## config.mk

```make
export PLATFORM = sky130hd
export DESIGN_NAME = bdut_front
export DESIGN_NICKNAME = d
export VERILOG_FILES = /design/src/design/bdut_pkg.sv /design/src/design/bdut_front.sv
export SDC_FILE = /design/constraint.sdc
export NUM_CORES = 1
export LEC_CHECK = 0
export ABC_AREA = 1
export BUFFER_PORTS_ARGS = -buffer_cell sky130_fd_sc_hd__clkbuf_2
export CORE_ASPECT_RATIO = 0.75
export CORE_MARGIN = 4
export CORE_UTILIZATION = 25
export DETAILED_ROUTE_END_ITERATION = 10
export PLACE_DENSITY = 0.48
export REMOVE_ABC_BUFFERS = 1
export SLEW_MARGIN = 0
export SYNTH_ARGS = -nofsm -noshare
export SYNTH_HDL_FRONTEND = slang
export SYNTH_SLANG_ARGS = --single-unit
```

## constraint.sdc

```tcl
create_clock -name clk -period 13.2 [get_ports clk]
set_input_delay 1.98 -clock clk [delete_from_list [all_inputs] [get_ports clk]]
set_output_delay 1.98 -clock clk [all_outputs]
set_load 0.1 [all_outputs]
```

## src/design/bdut_pkg.sv

```systemverilog
// Shared constants and types for the BDD unique-table insert unit.
// No dependencies; compiled first.
`default_nettype none

package bdut_pkg;

    localparam int NODE_COUNT_DEF    = 4096;
    localparam int HASH_BITS_MAX_DEF = 12;
    localparam int VAR_BITS_DEF      = 10;

    localparam int          CFG_W           = 4;
    localparam logic [3:0]  HASH_BITS_RESET = 4'd12;
    localparam logic [4:0]  HASH_BITS_MIN   = 5'd2;
    localparam logic [31:0] HASH_XOR        = 32'h5555_5555;

    // nodes 0 and 1 are the terminals
    localparam int FREE_FIRST = 2;

    typedef struct packed {
        logic valid;
        logic eq;
    } req_ctl_t;

endpackage

`default_nettype wire

```

## src/design/bdut_front.sv

```systemverilog
// Front end: config register, triple hash, bucket select and a two-entry request queue.
// Depends on bdut_pkg.
`default_nettype none

module bdut_front #(
    parameter int NODE_COUNT    = bdut_pkg::NODE_COUNT_DEF,
    parameter int HASH_BITS_MAX = bdut_pkg::HASH_BITS_MAX_DEF,
    parameter int VAR_BITS      = bdut_pkg::VAR_BITS_DEF
) (
    input  logic                          clk,
    input  logic                          rst_n,
    input  logic                          cfg_we,
    input  logic [bdut_pkg::CFG_W-1:0]    cfg_data,
    input  logic                          hold,
    input  logic                          push,
    output logic                          full,
    input  logic [VAR_BITS-1:0]           var_id,
    input  logic [$clog2(NODE_COUNT)-1:0] low_child,
    input  logic [$clog2(NODE_COUNT)-1:0] high_child,
    output bdut_pkg::req_ctl_t            q_ctl,
    output logic [VAR_BITS-1:0]           q_var,
    output logic [$clog2(NODE_COUNT)-1:0] q_lo,
    output logic [$clog2(NODE_COUNT)-1:0] q_hi,
    output logic [HASH_BITS_MAX-1:0]      q_bucket,
    input  logic                          q_pop
);

    import bdut_pkg::*;

    localparam int IDX_W = $clog2(NODE_COUNT);
    localparam int HB    = HASH_BITS_MAX;

    logic [CFG_W-1:0] hash_bits_reg;

    logic [VAR_BITS-1:0] ent_var_reg [2];
    logic [IDX_W-1:0]    ent_lo_reg  [2];
    logic [IDX_W-1:0]    ent_hi_reg  [2];
    logic [HB-1:0]       ent_bkt_reg [2];
    logic                ent_eq_reg  [2];

    logic       wr_ptr_reg, wr_ptr_next;
    logic       rd_ptr_reg, rd_ptr_next;
    logic [1:0] cnt_reg, cnt_next;

    logic          do_push;
    logic [HB-1:0] bucket;

    always_comb
    begin
        logic [4:0]  eff;
        logic [4:0]  s1;
        logic [4:0]  s2;
        logic [31:0] j;
        logic [31:0] hi32;
        logic [31:0] sum;
        logic [31:0] mask;
        eff = {1'b0, hash_bits_reg};
        if (eff < HASH_BITS_MIN)
        begin
            eff = HASH_BITS_MIN;
        end
        else if (eff > 5'(HB))
        begin
            eff = 5'(HB);
        end
        s1   = eff >> 1;
        s2   = eff >> 2;
        j    = 32'(low_child) ^ HASH_XOR;
        hi32 = 32'(high_child);
        sum  = 32'(var_id) + (j << s1) + (j >> s1) + (hi32 << s2) + (hi32 >> s2);
        mask = (32'd1 << eff) - 32'd1;
        bucket = sum[HB-1:0] & mask[HB-1:0];
    end

    assign full    = (cnt_reg == 2'd2) || hold;
    assign do_push = push && !full;

    always_comb
    begin
        wr_ptr_next = do_push ? ~wr_ptr_reg : wr_ptr_reg;
        rd_ptr_next = q_pop ? ~rd_ptr_reg : rd_ptr_reg;
        cnt_next    = cnt_reg + 2'(do_push) - 2'(q_pop);
    end

    always_ff @(posedge clk or negedge rst_n)
    begin
        if (!rst_n)
        begin
            hash_bits_reg <= HASH_BITS_RESET;
            wr_ptr_reg    <= 1'b0;
            rd_ptr_reg    <= 1'b0;
            cnt_reg       <= 2'd0;
        end
        else
        begin
            if (cfg_we)
            begin
                hash_bits_reg <= cfg_data;
            end
            wr_ptr_reg <= wr_ptr_next;
            rd_ptr_reg <= rd_ptr_next;
            cnt_reg    <= cnt_next;
        end
    end

    always_ff @(posedge clk)
    begin
        if (do_push)
        begin
            ent_var_reg[wr_ptr_reg] <= var_id;
            ent_lo_reg[wr_ptr_reg]  <= low_child;
            ent_hi_reg[wr_ptr_reg]  <= high_child;
            ent_bkt_reg[wr_ptr_reg] <= bucket;
            ent_eq_reg[wr_ptr_reg]  <= (low_child == high_child);
        end
    end

    assign q_ctl.valid = (cnt_reg != 2'd0);
    assign q_ctl.eq    = ent_eq_reg[rd_ptr_reg];
    assign q_var       = ent_var_reg[rd_ptr_reg];
    assign q_lo        = ent_lo_reg[rd_ptr_reg];
    assign q_hi        = ent_hi_reg[rd_ptr_reg];
    assign q_bucket    = ent_bkt_reg[rd_ptr_reg];

endmodule

`default_nettype wire

```

==> reports/summary.md, run 1 <==
The flow ran to the end, and the final reports show no timing, DRC or antenna violations. The type of the setup path with the least slack is primary input to flip-flop. The number of global-route vias before repair came out at 4718. For the gate count of the mapped netlist, the log shows 642. The first detailed-routing pass ran for 5 iterations. The sequential cells in the finished layout cover a total of 3030 um^2. Across the VDD grid, the largest voltage drop is 0.000127 V. The number of setup buffers added after CTS is 0. Row generation in the floorplan step produced 51 rows.

From bottom edge to top edge, the die measures 148 um. Sorting the synthesized cells by how often they occur yields 112 x nand2_1, 94 x edfxtp_1, 82 x inv_1, 47 x mux2_2, 42 x nor2_1. In the synthesized netlist the dominant register cell turns out to be edfxtp_1.

After the last flow step, the layout net total stands at 817. The share of the synthesized area in the top cell type is 0.430, and the power per cell area is 258 nW/um^2. The first global-routing pass estimated 27.6 mm of wire. The maximum clock frequency was 175 MHz. The clock tree synthesis step divided the H-tree into 3 levels. The final worst setup slack is 7.48 ns. X dimension of the die: 195 um. The number of hold buffers added after CTS was 0. Via count of the routed design: 4822.

Kind of cell adding the most delay to the critical path: adder cells. Maximum buffer depth of the clock tree: 2. By instance count, the leading cell after synthesis is nand2_1. At the placement stage, the worst setup path has a slack of 7.05 ns. TritonCTS built the clock tree. Share of flip-flops with an asynchronous set or reset: 0.0784.

Among all stages on the critical path, the largest delay is contributed by fa_1. The transition time at the pin with the least slew margin works out to 0.743 ns. The worst setup path is launched from a primary input. In the final routed layout, each cell accounts on average for 16.0 um. The count of input and output buffers was 92; the area of the multi-input gates was 3090 um^2. The worst max-slew margin expressed relative to the limit came out at 0.504. After detailed routing, the number of remaining DRC violations is 0.

For the total count of max-transition violations in the final report, the log shows 0. The number of enable-type register cells in the synthesized netlist is 94, and the count of routing violations after the opening detailed-route iteration is 304. The logs give 0.124 for the total global routing track utilization and 0 for the post-cts sizing count. The post-DP HPWL is 13.2 mm, and the starting density of the core is 0.253.

Routability-driven placement finished with a final weighted congestion of 0.837. Number of inserted diodes: 0. Data required time at the worst endpoint: 13.30 ns. Portion of the clock cycle consumed by the worst path in the final layout: 0.434. The number of buffers and inverters on the critical path was 4.

In this run the worst path has a maximum fanout of 5. Worst endpoint data arrival time: 5.82 ns. The number of ports placed on the die boundary came out at 93. The remaining global-route overflow is 0, and the initial antenna violation count is 0.

The number of clock buffers added by TritonCTS is 9. Fill cells in the final layout number 2789. In this run the critical register-to-register path is launched from hash_bits_reg[2]. Walking the worst path, the cells encountered are clkbuf_2 -> inv_1 -> o21ai_1 -> o21ai_1 -> nand2_1 -> o21ai_1 -> fa_1 -> inv_1 -> fa_1 -> fa_1 -> inv_1 -> ha_1 -> a21oi_1 -> o21ai_0 -> a21oi_1 -> o21bai_1 -> o21bai_1 -> a21oi_1.

The kind of path behind the tightest hold check is flip-flop to flip-flop. In this run the most critical hold path is launched from cnt_reg[0]. Synthesized area per cell: 10.2 um^2. The tree is rooted in a clkbuf_16. The yosys synthesis warning count was 0. The run gives 0 as the final antenna-violating net count. Entering global routing, the biggest net connects 46 pins.

The delay of the slowest critical-path stage came out at 0.55 ns. From synthesis to final layout, the design area changed by 16.9%. In the final timing run, aggregate negative setup slack is 0 ns. For this design the static power due to leakage is 3.23 nW.

In the post-synthesis netlist, the biggest area contributors are edfxtp_1 43%, fa_1 9.5%, mux2_2 8.1%. For the sequential element share of the synthesized area, the log shows 0.461. STA classifies the critical path endpoint as a flip-flop. Counting flops and latches in the post-synthesis netlist gives 102. Tracing the worst setup path back leads to its startpoint at low_child[10]. CTS saw 102 sinks.

The clock latency on the worst-skew pair is 0.36 ns, and the clock transition at the registers of the reported paths is 0.07 ns. The smallest clock period supported by the final layout is computed as 5.72 ns. The run gives 0 as the count of final setup violators. Setup repair after global routing left no endpoint under its margin. The via count normalized by instance count was 4.49.

The hold violation total from the final report is 0. In this run the standard cell core region covers 25900 um^2. The post-synth design cell area is 6570 um^2. Across the routed clock network, the largest skew measured is 0.00548 ns.

Fraction of layout instances using a drive strength above 1: 0.256. edfxtp_1 takes more of the synthesized area than any other cell. The count of different cell masters after synthesis came out at 50. After detailed routing, the total wire length is 17.2 mm. The run gives 0 as the max-cap check violation count. For the die outline area, the log shows 28900 um^2.
==> metrics by stage <==
stage	util	hold slack [ns]	power (W)	std cells	instance area [um^2]
5_1_grt	0.296	0.595	0.00215	1075	7670
3_3_place_gp	0.284	0.520	0.00174	1059	7370
6_report	0.296	0.532	0.00198	1075	7670
2_1_floorplan	-	0.492	0.00148	619	6430
3_5_place_dp	0.284	0.518	0.00173	1059	7370
4_1_cts	0.296	0.537	0.00201	1075	7670
==> where the power goes <==
group	total, W	internal [W]	switching, W
Clock	0.000266	0.000134	0.000132
Combinational	0.00126	0.000343	0.000917
Sequential	0.000452	0.000427	0.0000255
==> logic make-up after synthesis <==
logic type,synth area share
AOI/OAI and AO/OA,0.0949
muxes,0.0806
adders and majority gates,0.125
DFF,0.461
and+or+nand+nor,0.147
buffers and inverters,0.0720
xor gates and xnor gates,0.0187
other,0.00114
==> worst paths after layout <==
path	endpoint	slack, ns	depth (start not counted)
worst max register to register	ent_bkt_reg[0][9]	7.56	20
worst max-delay path	ent_bkt_reg[0][9]	7.48	18
worst min register to register	cnt_reg[0]	0.53	1
worst min-delay path	cnt_reg[0]	0.53	1
max in group asynchronous	hash_bits_reg[2]	11.49	1
min in group asynchronous	wr_ptr_reg	1.46	1
==> final cells by class <==
| class | instances | share of cell area |
|---|---|---|
| Multi-Input combinational cell | 430 | 0.402 |
| Sequential cell | 102 | 0.394 |
| Timing Repair Buffer | 96 | 0.0639 |
| Tap cell | 344 | 0.0561 |
| Inverter | 87 | 0.0439 |
| Clock buffer | 9 | 0.0293 |
| Clock inverter | 7 | 0.0103 |
==> placed cells by master, fill, tap and decap left out, drive strengths merged, types with 3 or more instances in the layout <==
cell type	count
clkinv	4
a31oi	3
dfrtp	6
a21oi	21
xnor2	8
fa	31
mux2	47
xor2	6
edfxtp	94
nand2	118
ha	16
o21ai	57
nand3	37
o22ai	5
inv	90
conb	3
o21bai	5
nor2	43
nand4	7
buf	4
clkbuf	101
or2	4
==> worst register-to-register path: stages (launching register included) <==
cell and delay [ns]:
dfstp_2 1.02, inv_6 0.27, nand2_8 0.26, nand2_8 0.16, nand2_1 0.11, o21ai_1 0.11
o21ai_1 0.31, nand2_1 0.11, o21ai_1 0.12, fa_1 0.46, inv_1 0.11, fa_1 0.43
fa_1 0.55, inv_1 0.05, ha_1 0.36, a21oi_1 0.26, o21ai_0 0.14, a21oi_1 0.22
o21bai_1 0.12, o21bai_1 0.13, a21oi_1 0.08
==> routing by layer <==
metal  part of all wire  GRT usage  vias up
met2               0.40      0.171      133
met5                  0          0        -
met4              0.010     0.0283        0
met3              0.058     0.0342       13
met1               0.53      0.191     2331
li1                   -          -     2345
Note: power is estimated with default switching activity, not from simulation.
==> run 2, diff against run 1 <==
==> constraint.sdc (replaced) <==
create_clock -name clk -period 5.3 [get_ports clk]
set_input_delay 0.795 -clock clk [delete_from_list [all_inputs] [get_ports clk]]
set_output_delay 0.795 -clock clk [all_outputs]
set_load 0.1 [all_outputs]
==> run 2 against run 1 <==
- flip-flop and latch count unchanged
- largest power group unchanged
- clock power up 140%
- largest cell class unchanged
- first-iteration DRC count shrank 12%
- sequential power up 150%
- highest routed layer unchanged
==> reports/summary.md, run 2 (synthesis gave the netlist of run 1 again) <==
The total global routing track utilization came out at 0.126. The worst-case IR drop observed on VDD is 0.000309 V. Setup repair after global routing left no endpoint under its margin.

The startpoint class of the critical path was a flip-flop. Walking the worst path, the cells encountered are inv_6 -> nand2_8 -> nand2_8 -> nand2_2 -> nand2_1 -> o21ai_0 -> nand2_1 -> o211ai_1 -> inv_1 -> fa_1 -> fa_1 -> fa_1 -> inv_1 -> ha_1 -> fa_1 -> a21oi_1 -> o21bai_1 -> o21bai_1 -> a21oi_1. The root buffer cell chosen for the clock tree is clkbuf_16. The x dimension of the die was 195 um. 93 I/O pins were placed.

In this run, the number of DRC markers left after iteration 0 of detailed routing was 269. At the worst endpoint, the required time is 5.40 ns. Once the clock tree was built, the setup fixing pass inserted 0 buffers.

The worst reg-to-reg path cell count is 19, and the portion of the clock cycle consumed by the worst path in the final layout is 0.934. Kind of path behind the tightest hold check: primary input to asynchronous set/reset pin. Setup violations remaining at the end of the flow were counted as 0.

The fraction of layout instances using a drive strength above 1 was 0.261; the slack of the worst reg-to-reg path was 0.35 ns. The run gives 9 as the number of CTS-inserted buffers. The worst endpoint data arrival time is 5.05 ns.

Clock latency on the worst-skew pair, taken at its later pin, is 0.37 ns. For this block, the routed nets add up to 17.5 mm of wire. In the final routed layout, each cell accounts on average for 16.2 um. The run gives 0 as the initial antenna violation count.

Dividing the detail-routed via count by the number of cells gives 4.48. The transition time at the pin with the least slew margin is 0.794 ns. On the critical path, the stage with the largest delay is an instance of dfstp_2.

The critical path is of the flip-flop to flip-flop type. The flow ran to the end, and the final reports show no timing, DRC or antenna violations. In the final timing run, aggregate negative setup slack is 0 ns.

Along the worst path, the maximum fanout reaches 27. The max-cap check violation count is 0. The most common cell after layout, fill and taps aside was nand2_1.

0 antenna diodes ended up in the layout. The number of detailed-route iterations in the first pass came out at 5. The critical register-to-register path startpoint was hash_bits_reg[2]. CTS H-tree depth: 3. TritonCTS built the clock tree. Number of global-route vias before repair: 4821. The endpoint identified for the worst register-to-register timing path is ent_bkt_reg[0][9].

Clock skew on the completed layout was measured at 0.00832 ns. Summed over all cells, the static leakage comes to 3.24 nW. For this design, the CTS-stage hold fixing added 0 buffers.

The final critical-path required period was 4.95 ns; the CTS sink count was 102. At the end of routability-driven placement, the weighted congestion stood at 0.861. In this run the remaining antenna-violating nets after routing total 0. The die is 148 um tall.

For the worst max-slew margin expressed relative to the limit, the log shows 0.470. The growth of design area from synthesis to finish was 17.2%. In this design, the critical path's most frequently occurring cell is fa_1.

For the starting density of the core, the log shows 0.253. Once the clock tree was built, the resizer swapped 0 gates to a different size. The endpoint class of the critical path is a flip-flop.

The delay of the slowest critical-path stage was 0.63 ns; the residual DRC count was 0. The logs give 4842 for the via count of the routed design and 2 for the maximum buffer depth of the clock tree. Derived from the worst setup path, the maximum achievable clock frequency is 202 MHz. The total count of max-transition violations in the final report was 0.

For the hold violation total from the final report, the log shows 0. Entering global routing, the biggest net connects 42 pins. In this run the tool buffered the top-level ports with 92 buffer cells.

The kind of cell adding the most delay to the critical path was adder cells. The tools report the remaining global-route overflow as 0. The clock transition at the registers of the reported paths was 0.07 ns.

The wire length of the first global-routing pass was 27.8 mm. The die covers 28900 um^2. In the layout the commonest cells are 112 x nand2_1, 94 x edfxtp_1, 92 x clkbuf_2. The number of core rows is 51. The worst-case hold slack is 0.273 ns. The wire-length estimate of the detail-placed layout is 13.7 mm.

In the final design database the tool counted 822 nets. For this design the ratio of total power to cell area is 640 nW/um^2. The number of buffers and inverters on the critical path is 3.

After floorplanning, the core was sized to cover 25900 um^2.
## run 2: changes by cell type in the layout (fill, tap and decap cells not counted)
cell        delta
buf_4          +5
clkinv_4       -1
clkinv_8       -2
clkinvlp_4     +2
inv_8          +1
## run 2: final cells by class
class	count	area [um^2]
multi-input cells	430	3090
flip-flops and latches	102	3030
inverters	87	337
clock inverters	7	63.8
repair buffers	101	528
fillers	2765	18200
well taps	344	430
clock buffers	9	225
## run 2: layer usage
layer	GRT usage	share of wire	vias to the layer above
li1	-	-	2366
met1	0.193	0.52	2314
met2	0.172	0.40	143
met3	0.0349	0.061	19
met4	0.0366	0.017	0
met5	0	0	-
## run 2: through the flow
step	util	cells	worst slack, ns	total power [W]	area, um^2
floorplan	-	619	0.459	0.00369	6430
global placement	0.286	1064	0.376	0.00434	7410
detailed placement	0.286	1064	0.356	0.00433	7410
CTS	0.297	1080	0.351	0.00500	7700
global route	0.297	1080	0.0691	0.00535	7700
finish	0.297	1080	0.349	0.00493	7700
## run 2: power by group
part | internal (W) | leakage (nW) | total (W) | switching, W
combinational | 0.000861 | 2.15 | 0.00316 | 0.00230
sequential | 0.00106 | 0.955 | 0.00112 | 0.0000609
clock | 0.000329 | 0.136 | 0.000647 | 0.000318
total | 0.00225 | 3.24 | 0.00493 | 0.00268
## run 2: worst max path at each step
stage                     startpoint                 to  depth (start not counted)
finish              hash_bits_reg[2]  ent_bkt_reg[0][9]                         19
global route        hash_bits_reg[2]  ent_bkt_reg[0][9]                         19
CTS                 hash_bits_reg[2]  ent_bkt_reg[0][9]                         19
detailed placement      low_child[9]  ent_bkt_reg[1][9]                         19
global placement        low_child[9]  ent_bkt_reg[0][9]                         19
floorplan           hash_bits_reg[3]  ent_bkt_reg[0][9]                         19
## run 2: worst register-to-register path, delay by kind of cell, from the launching register on
family	cells	cell delay, ns
compound gates	6	0.93
simple gates	5	0.59
fa+ha+maj	5	2.28
buf+inv	3	0.24
flops	1	0.63
